## config.mk

```make
export PLATFORM = sky130hd
export DESIGN_NAME = stepper_trapezoid_ramp_top
export DESIGN_NICKNAME = d
export VERILOG_FILES = /design/src/sv/str_pkg.sv /design/src/sv/stepper_trapezoid_ramp_top.sv /design/src/sv/str_ramp_core.sv
export SDC_FILE = /design/constraint.sdc
export NUM_CORES = 1
export LEC_CHECK = 0
export BUFFER_PORTS_ARGS = -buffer_cell sky130_fd_sc_hd__buf_4
export CAP_MARGIN = 20
export CELL_PAD_IN_SITES_DETAIL_PLACEMENT = 1
export CELL_PAD_IN_SITES_GLOBAL_PLACEMENT = 2
export CORE_UTILIZATION = 41
export DETAILED_ROUTE_END_ITERATION = 12
export GPL_TIMING_DRIVEN = 1
export PLACE_DENSITY = 0.88
export SLEW_MARGIN = 20
export SYNTH_ARGS = -nofsm -noshare
export SYNTH_HDL_FRONTEND = slang
export SYNTH_SLANG_ARGS = --single-unit
```

## constraint.sdc

```tcl
create_clock -name aclk -period 10.3 [get_ports aclk]
set_clock_uncertainty 0.15 [all_clocks]
set_input_delay 0.515 -clock aclk [delete_from_list [all_inputs] [get_ports aclk]]
set_output_delay 0.515 -clock aclk [all_outputs]
set_load 0.02 [all_outputs]
```

## src/sv/str_pkg.sv

```systemverilog
// shared types, constants and helpers of the stepper trapezoid ramp generator
package str_pkg;

    localparam int COUNT_WIDTH = 24;
    localparam int SPEED_WIDTH = 16;
    localparam int STEPS_WIDTH = 24;
    localparam int KIND_WIDTH  = 2;
    localparam int PHASE_WIDTH = 2;

    localparam logic [SPEED_WIDTH-1:0] START_SPEED_RESET = SPEED_WIDTH'(200);
    localparam logic [SPEED_WIDTH-1:0] FULL_SPEED_RESET  = SPEED_WIDTH'(2000);
    localparam logic [SPEED_WIDTH-1:0] SPEED_STEP        = SPEED_WIDTH'(2);

    // n / 10 for n below 2**26 as (n * ceil(2**27 / 10)) >> 27
    localparam int                     DIV10_SHIFT = 27;
    localparam logic [STEPS_WIDTH-1:0] DIV10_MAGIC = STEPS_WIDTH'(24'hCCCCCD);
    localparam int                     PROD_WIDTH  = 2 * STEPS_WIDTH;
    localparam int                     TENTH_WIDTH = PROD_WIDTH - DIV10_SHIFT;

    localparam logic [KIND_WIDTH-1:0] KIND_START = 2'd0;
    localparam logic [KIND_WIDTH-1:0] KIND_TICK  = 2'd1;
    localparam logic [KIND_WIDTH-1:0] KIND_STEP  = 2'd2;

    localparam logic [PHASE_WIDTH-1:0] PHASE_CODE_STOP  = 2'd0;
    localparam logic [PHASE_WIDTH-1:0] PHASE_CODE_ACCEL = 2'd1;
    localparam logic [PHASE_WIDTH-1:0] PHASE_CODE_RUN   = 2'd2;
    localparam logic [PHASE_WIDTH-1:0] PHASE_CODE_DECEL = 2'd3;

    localparam int CFG_INDEX_WIDTH = 1;
    localparam logic [CFG_INDEX_WIDTH-1:0] CFG_START_SPEED = 1'b0;
    localparam logic [CFG_INDEX_WIDTH-1:0] CFG_FULL_SPEED  = 1'b1;

    typedef enum logic [3:0] {
        PH_STOP  = 4'b0001,
        PH_ACCEL = 4'b0010,
        PH_RUN   = 4'b0100,
        PH_DECEL = 4'b1000
    } phase_t;

    typedef struct packed {
        logic [KIND_WIDTH-1:0]  kind;
        logic [COUNT_WIDTH-1:0] ramp_limit;
        logic [COUNT_WIDTH-1:0] run_limit;
    } str_request_t;

    typedef struct packed {
        logic                   ramp_clock_on;
        logic                   step_clock_on;
        logic [PHASE_WIDTH-1:0] phase;
        logic [SPEED_WIDTH-1:0] speed_pps;
    } str_result_t;

    function automatic logic [TENTH_WIDTH-1:0] div10(input logic [STEPS_WIDTH-1:0] n);
        logic [PROD_WIDTH-1:0] prod;
        prod = {{STEPS_WIDTH{1'b0}}, n} * {{STEPS_WIDTH{1'b0}}, DIV10_MAGIC};
        return prod[PROD_WIDTH-1:DIV10_SHIFT];
    endfunction

    function automatic logic [PHASE_WIDTH-1:0] phase_code(input phase_t ph);
        logic [PHASE_WIDTH-1:0] code;
        unique case (ph)
            PH_STOP:  code = PHASE_CODE_STOP;
            PH_ACCEL: code = PHASE_CODE_ACCEL;
            PH_RUN:   code = PHASE_CODE_RUN;
            PH_DECEL: code = PHASE_CODE_DECEL;
            default:  code = PHASE_CODE_STOP;
        endcase
        return code;
    endfunction

endpackage

```

## src/sv/stepper_trapezoid_ramp_top.sv

```systemverilog
// top level of the trapezoid stepper ramp generator: stream ports, config, pipeline
// path from request accept to result valid: input register, then result register
// throughput: one request per cycle unless m_tready stalls; the limit divide is in front of
// the input register and the whole move update is one pass between input and result regs
// reset: synchronous active low; phase stop, speed and counters zero, both clocks off,
// start_speed 200 and full_speed 2000
module stepper_trapezoid_ramp_top
    import str_pkg::*;
(
    input  logic                       aclk,
    input  logic                       aresetn,
    input  logic                       s_tvalid,
    output logic                       s_tready,
    input  logic [31:0]                s_tdata,   // kind[1:0], move_steps[25:2], zero
    output logic                       m_tvalid,
    input  logic                       m_tready,
    output logic [23:0]                m_tdata,   // speed_pps[15:0], phase[17:16],
                                                  // step_clock_on[18], ramp_clock_on[19], zero
    input  logic                       cfg_wen,
    input  logic [CFG_INDEX_WIDTH-1:0] cfg_index,
    input  logic [SPEED_WIDTH-1:0]     cfg_wdata
);

    logic [SPEED_WIDTH-1:0] start_speed_reg;
    logic [SPEED_WIDTH-1:0] full_speed_reg;

    logic                   in_valid_reg;
    str_request_t           req_reg, req_next;
    logic                   out_valid_reg;
    str_result_t            result_reg, result_next;

    logic                   out_free;
    logic                   fire;
    logic                   s_accept;
    logic [STEPS_WIDTH-1:0] move_steps;
    logic [TENTH_WIDTH-1:0] tenth;
    logic [COUNT_WIDTH+2:0] run_sum;

    assign out_free = !out_valid_reg || m_tready;
    assign fire     = in_valid_reg && out_free;
    assign s_tready = !in_valid_reg || out_free;
    assign s_accept = s_tvalid && s_tready;

    assign move_steps = s_tdata[KIND_WIDTH +: STEPS_WIDTH];
    assign tenth      = div10(move_steps);
    assign run_sum    = ((COUNT_WIDTH+3)'(tenth) << 2) + ((COUNT_WIDTH+3)'(tenth) << 1);

    always_comb begin
        req_next.kind       = s_tdata[KIND_WIDTH-1:0];
        req_next.ramp_limit = COUNT_WIDTH'({tenth, 1'b0});
        req_next.run_limit  = run_sum[COUNT_WIDTH-1:0];
    end

    always_ff @(posedge aclk) begin
        if (!aresetn) begin
            start_speed_reg <= START_SPEED_RESET;
            full_speed_reg  <= FULL_SPEED_RESET;
        end else if (cfg_wen) begin
            unique case (cfg_index)
                CFG_START_SPEED: start_speed_reg <= cfg_wdata;
                CFG_FULL_SPEED:  full_speed_reg  <= cfg_wdata;
                default:         start_speed_reg <= start_speed_reg;
            endcase
        end
    end

    always_ff @(posedge aclk) begin
        if (!aresetn) begin
            in_valid_reg  <= 1'b0;
            out_valid_reg <= 1'b0;
        end else begin
            if (s_tready) begin
                in_valid_reg <= s_tvalid;
            end
            if (out_free) begin
                out_valid_reg <= in_valid_reg;
            end
        end
    end

    always_ff @(posedge aclk) begin
        if (s_accept) begin
            req_reg <= req_next;
        end
        if (fire) begin
            result_reg <= result_next;
        end
    end

    str_ramp_core u_core (
        .aclk        (aclk),
        .aresetn     (aresetn),
        .fire        (fire),
        .req         (req_reg),
        .start_speed (start_speed_reg),
        .full_speed  (full_speed_reg),
        .result_next (result_next)
    );

    assign m_tvalid = out_valid_reg;
    assign m_tdata  = {4'b0000, result_reg};

`ifndef SYNTHESIS
    a_ready_when_output_free: assert property (@(posedge aclk) disable iff (!aresetn)
        !m_tvalid |-> s_tready)
        else $error("input stalled while output stage is empty");

    a_request_reaches_output: assert property (@(posedge aclk) disable iff (!aresetn)
        fire |=> m_tvalid)
        else $error("processed request produced no result");

    a_result_held_while_stalled: assert property (@(posedge aclk) disable iff (!aresetn)
        m_tvalid && !m_tready |=> m_tvalid && $stable(m_tdata))
        else $error("result changed while stalled");
`endif

endmodule

```

## src/sv/str_ramp_core.sv

```systemverilog
// move state and per-request update of the trapezoid ramp profiler
module str_ramp_core
    import str_pkg::*;
(
    input  logic                   aclk,
    input  logic                   aresetn,
    input  logic                   fire,
    input  str_request_t           req,
    input  logic [SPEED_WIDTH-1:0] start_speed,
    input  logic [SPEED_WIDTH-1:0] full_speed,
    output str_result_t            result_next
);

    phase_t                 phase_reg, phase_next;
    logic [SPEED_WIDTH-1:0] speed_reg, speed_next;
    logic [COUNT_WIDTH-1:0] run_cnt_reg, run_cnt_next;
    logic [COUNT_WIDTH-1:0] ramp_cnt_reg, ramp_cnt_next;
    logic [COUNT_WIDTH-1:0] ramp_limit_reg, ramp_limit_next;
    logic [COUNT_WIDTH-1:0] run_limit_reg, run_limit_next;
    logic                   step_on_reg, step_on_next;
    logic                   ramp_on_reg, ramp_on_next;

    logic [SPEED_WIDTH:0]   speed_up;
    logic [SPEED_WIDTH-1:0] speed_up_sat;
    logic [SPEED_WIDTH-1:0] speed_down_sat;
    logic [COUNT_WIDTH:0]   ramp_cnt_plus;
    logic [COUNT_WIDTH-1:0] ramp_cnt_inc;
    logic [COUNT_WIDTH-1:0] run_cnt_inc;

    assign speed_up       = {1'b0, speed_reg} + {1'b0, SPEED_STEP};
    assign speed_up_sat   = speed_up[SPEED_WIDTH] ? '1 : speed_up[SPEED_WIDTH-1:0];
    assign speed_down_sat = (speed_reg >= SPEED_STEP) ? speed_reg - SPEED_STEP : '0;
    assign ramp_cnt_plus  = {1'b0, ramp_cnt_reg} + (COUNT_WIDTH+1)'(1);
    assign ramp_cnt_inc   = (&ramp_cnt_reg) ? ramp_cnt_reg : ramp_cnt_plus[COUNT_WIDTH-1:0];
    assign run_cnt_inc    = (&run_cnt_reg) ? run_cnt_reg : run_cnt_reg + COUNT_WIDTH'(1);

    always_comb begin
        phase_next      = phase_reg;
        speed_next      = speed_reg;
        run_cnt_next    = run_cnt_reg;
        ramp_cnt_next   = ramp_cnt_reg;
        ramp_limit_next = ramp_limit_reg;
        run_limit_next  = run_limit_reg;
        step_on_next    = step_on_reg;
        ramp_on_next    = ramp_on_reg;
        unique case (req.kind)
            KIND_START: begin
                phase_next      = PH_ACCEL;
                speed_next      = start_speed;
                ramp_limit_next = req.ramp_limit;
                run_limit_next  = req.run_limit;
                run_cnt_next    = '0;
                ramp_cnt_next   = '0;
                step_on_next    = 1'b1;
                ramp_on_next    = 1'b1;
            end
            KIND_TICK: begin
                if (ramp_on_reg) begin
                    unique case (phase_reg)
                        PH_ACCEL: begin
                            speed_next = (speed_reg < full_speed) ? speed_up_sat : full_speed;
                            if (ramp_cnt_plus >= {1'b0, ramp_limit_reg}) begin
                                phase_next = PH_RUN;
                            end
                        end
                        PH_DECEL: begin
                            speed_next = (speed_reg > start_speed) ? speed_down_sat
                                                                   : start_speed;
                            if (ramp_cnt_reg >= ramp_limit_reg) begin
                                phase_next   = PH_STOP;
                                step_on_next = 1'b0;
                            end
                        end
                        default: begin
                            ramp_on_next = 1'b0;
                        end
                    endcase
                end
            end
            KIND_STEP: begin
                if (step_on_reg) begin
                    unique case (phase_reg)
                        PH_RUN: begin
                            if (run_cnt_reg >= run_limit_reg) begin
                                phase_next    = PH_DECEL;
                                ramp_on_next  = 1'b1;
                                ramp_cnt_next = '0;
                            end else begin
                                run_cnt_next = run_cnt_inc;
                            end
                        end
                        PH_ACCEL, PH_DECEL: begin
                            ramp_cnt_next = ramp_cnt_inc;
                        end
                        default: begin
                            ramp_cnt_next = ramp_cnt_reg;
                        end
                    endcase
                end
            end
            default: begin
                phase_next = phase_reg;
            end
        endcase
    end

    always_ff @(posedge aclk) begin
        if (!aresetn) begin
            phase_reg      <= PH_STOP;
            speed_reg      <= '0;
            run_cnt_reg    <= '0;
            ramp_cnt_reg   <= '0;
            ramp_limit_reg <= '0;
            run_limit_reg  <= '0;
            step_on_reg    <= 1'b0;
            ramp_on_reg    <= 1'b0;
        end else if (fire) begin
            phase_reg      <= phase_next;
            speed_reg      <= speed_next;
            run_cnt_reg    <= run_cnt_next;
            ramp_cnt_reg   <= ramp_cnt_next;
            ramp_limit_reg <= ramp_limit_next;
            run_limit_reg  <= run_limit_next;
            step_on_reg    <= step_on_next;
            ramp_on_reg    <= ramp_on_next;
        end
    end

    assign result_next.speed_pps     = speed_next;
    assign result_next.phase         = phase_code(phase_next);
    assign result_next.step_clock_on = step_on_next;
    assign result_next.ramp_clock_on = ramp_on_next;

`ifndef SYNTHESIS
    a_step_off_only_stopped: assert property (@(posedge aclk) disable iff (!aresetn)
        !step_on_reg |-> phase_reg == PH_STOP)
        else $error("step clock off outside stop phase");

    a_run_count_bounded: assert property (@(posedge aclk) disable iff (!aresetn)
        run_cnt_reg <= run_limit_reg)
        else $error("run step count beyond run limit");

    a_start_loads_move: assert property (@(posedge aclk) disable iff (!aresetn)
        fire && req.kind == KIND_START |=>
            phase_reg == PH_ACCEL && speed_reg == $past(start_speed)
            && step_on_reg && ramp_on_reg && ramp_cnt_reg == '0)
        else $error("start request did not load the move");
`endif

endmodule
```

==> impl_metrics.env <==
export IMPL_run_status="complete, no violations"
export IMPL_clockBufferDepth=3
export IMPL_slew_headroom_pct=21.92
export IMPL_fin_crit_ns=9.419
export IMPL_tns_ns=0
export IMPL_via_count=18590
export IMPL_seq_area_frac_synth_pct=21.06
export IMPL_synthTopCellsByCount="409 x inv_1, 388 x ha_1, 263 x nand2_1"
export IMPL_cp_slowest_stage_delay_ns=0.56
export IMPL_path_common_cell="fa_1"
export IMPL_hold_path_startpoint="s_tvalid"
export IMPL_synth_edf_count=65
export IMPL_max_freq_ghz=0.1062
export IMPL_cp_max_fo=12
export IMPL_diodes=0
export IMPL_r2r_start="u_core.ramp_cnt_reg[0]"
export IMPL_die_area_um2=57630
export IMPL_largest_reg_flops=45
export IMPL_io_buffers=69
export IMPL_placed_cell_area_um2=24480
export IMPL_crit_type="input pin to flop"
export IMPL_synth_top_area_cell="ha_1"
export IMPL_design_area_um2=25360
export IMPL_syn_inst=2584
export IMPL_synth_top_cells_by_area="ha_1 21%, fa_1 17%, dfxtp_1 13%"
export IMPL_hpwlAfterDp_um=53570
export IMPL_area_growth_pct=9.148
export IMPL_cap_violations=0
export IMPL_worstSkewPairLatency_ns=0.55
export IMPL_worst_setup_path_end_kind="flop"
export IMPL_drc_errors=0
export IMPL_rows=86
export IMPL_drt_first_pass_iters=5
export IMPL_cts_setup_buffers=0
export IMPL_yosysTopAreaCellShare_pct=20.89
export IMPL_clk_pin_slew_worst_paths_ns=0.06
export IMPL_met2WireLength_um=33880
export IMPL_die_w_um=240.1
export IMPL_final_antenna_net_count=0
export IMPL_htree_levels=1
export IMPL_routed_via_density=5.500
export IMPL_hp_class="input pin to flop"
export IMPL_cp_arrival_ns=9.62
export IMPL_cp_required_ns=10.51
export IMPL_grt_pass1_wl_um=107800
export IMPL_wl_per_cell_um=19.82
export IMPL_ctsResizeCount=0
export IMPL_synth_most_common_cell="inv_1"
export IMPL_critPathLaunchType="input pin"
export IMPL_fin_crit_sh_pct=91.44
export IMPL_drt_iter0_drc=802
export IMPL_start_util_pct=41.85
export IMPL_place_congestion=0.9217
export IMPL_crit_start="s_tdata[5]"
export IMPL_report_final_hold_viol_count=0
export IMPL_ys_types=78
export IMPL_final_nets=3255
export IMPL_wl_met1_um=29180
export IMPL_cts_tree="yes"
export IMPL_track_usage_pct=23.67
export IMPL_crit_slowest_cell="fa_1"
export IMPL_yosys_warnings=0
export IMPL_top_layer_used="met4"
export IMPL_antenna_found_initial=0
export IMPL_async_reset_ff_share_pct=0
export IMPL_tightest_slew_ns=1.167
export IMPL_wl_met3_um=2018
export IMPL_root_buffer="clkbuf_16"
export IMPL_fp_dieH_um=240.1
export IMPL_synthFlopType="dfxtp_1"
export IMPL_grt_pass1_vias=20110
export IMPL_finalWirelength_um=67000
export IMPL_cts_made_buffers=24
export IMPL_setup_viol=0
export IMPL_rsz0062_at_grt="no"
export IMPL_grt_ovfl_total=0
export IMPL_slew_viol_final=0
export IMPL_grt_max_degree=94
export IMPL_postLayoutCoreUtil_pct=45.68
export IMPL_ios=80
export IMPL_synthesis_area_um2=23240
export IMPL_ys_ff_latch=212
export IMPL_core_area_um2=55520
export IMPL_numClockSinks=212
export IMPL_final_layout_size_suffix_gt1_share_pct=6.003
export IMPL_ctsHoldBuffers=2
export IMPL_avgSynthCellArea_um2=8.993
[worst max-delay path, delay by kind of cell]
| kind | cells | cell delay [ns] |
|---|---|---|
| compound gates | 15 | 3.44 |
| xor+xnor | 2 | 0.61 |
| simple gates | 4 | 0.56 |
| mux | 1 | 0.12 |
| buf+inv | 3 | 0.28 |
| fa+ha+maj | 9 | 4.08 |
[placed cells by master, fill, tap and decap left out, drive strengths merged, types with 10 or more instances in the layout]
cell type,instances
a31oi,21
fa,199
a22o,14
dfxtp,147
nand4,33
xnor2,79
o21a,23
nor2b,17
o22ai,12
a21oi,184
a211oi,28
nand2,263
nand2b,16
mux2i,11
edfxtp,65
nor2,121
and3,26
xor2,61
o21ai,68
clkbuf,32
buf,81
nor3,36
a21o,52
and2,22
nand3,42
ha,388
o211ai,18
or2,10
inv,410
nor4,12
or3,10
[kinds of logic after synthesis]
| kind of cell | after synthesis | share of synthesized area (%) |
|---|---|---|
| other cells | 1 | 0.01614 |
| simple gates | 625 | 12.51 |
| fa+ha+maj | 588 | 38.08 |
| xor+xnor | 140 | 5.309 |
| buf+inv | 491 | 8.001 |
| compound gates | 514 | 14.45 |
| flops | 212 | 21.06 |
| mux | 13 | 0.5708 |
[final timing paths]
path                                            endpoint  slack (ns)  cells after the start
worst max-delay path                         req_reg[22]        0.88                     34
worst min-delay path                        in_valid_reg        0.05                      3
worst max register to register               m_tdata[16]        5.33                     17
worst min register to register  u_core.run_limit_reg[20]        0.30                      2
[stage by stage]
stage | std cells | hold slack, ns | worst slack [ns]
global placement | 3334 | 0.2956 | 0.5072
CTS | 3380 | 0.02764 | 0.8683
global route | 3380 | 0.05700 | 0.3381
detailed placement | 3334 | 0.3014 | 0.3205
finish | 3380 | 0.05083 | 0.8813
floorplan | 2587 | 0.2863 | 1.322
[cell type report]
class	instances	area, um^2
flip-flops and latches	212	4895
inverters	409	1535
clock buffers	32	701.9
fillers	6494	30160
clock inverters	12	156.4
multi-input cells	1884	16510
repair buffers	83	628.1
well taps	748	935.9
[metal layers]
metal | vias up | global-route usage, %
li1 | 8820 | -
met1 | 9330 | 29.08
met2 | 326 | 43.60
met3 | 115 | 1.837
met4 | 0 | 7.315
met5 | - | 0
Power is left out: the tool's default activity adds up to more than one toggle a clock period on the data nets, which glitch-free logic cannot reach.
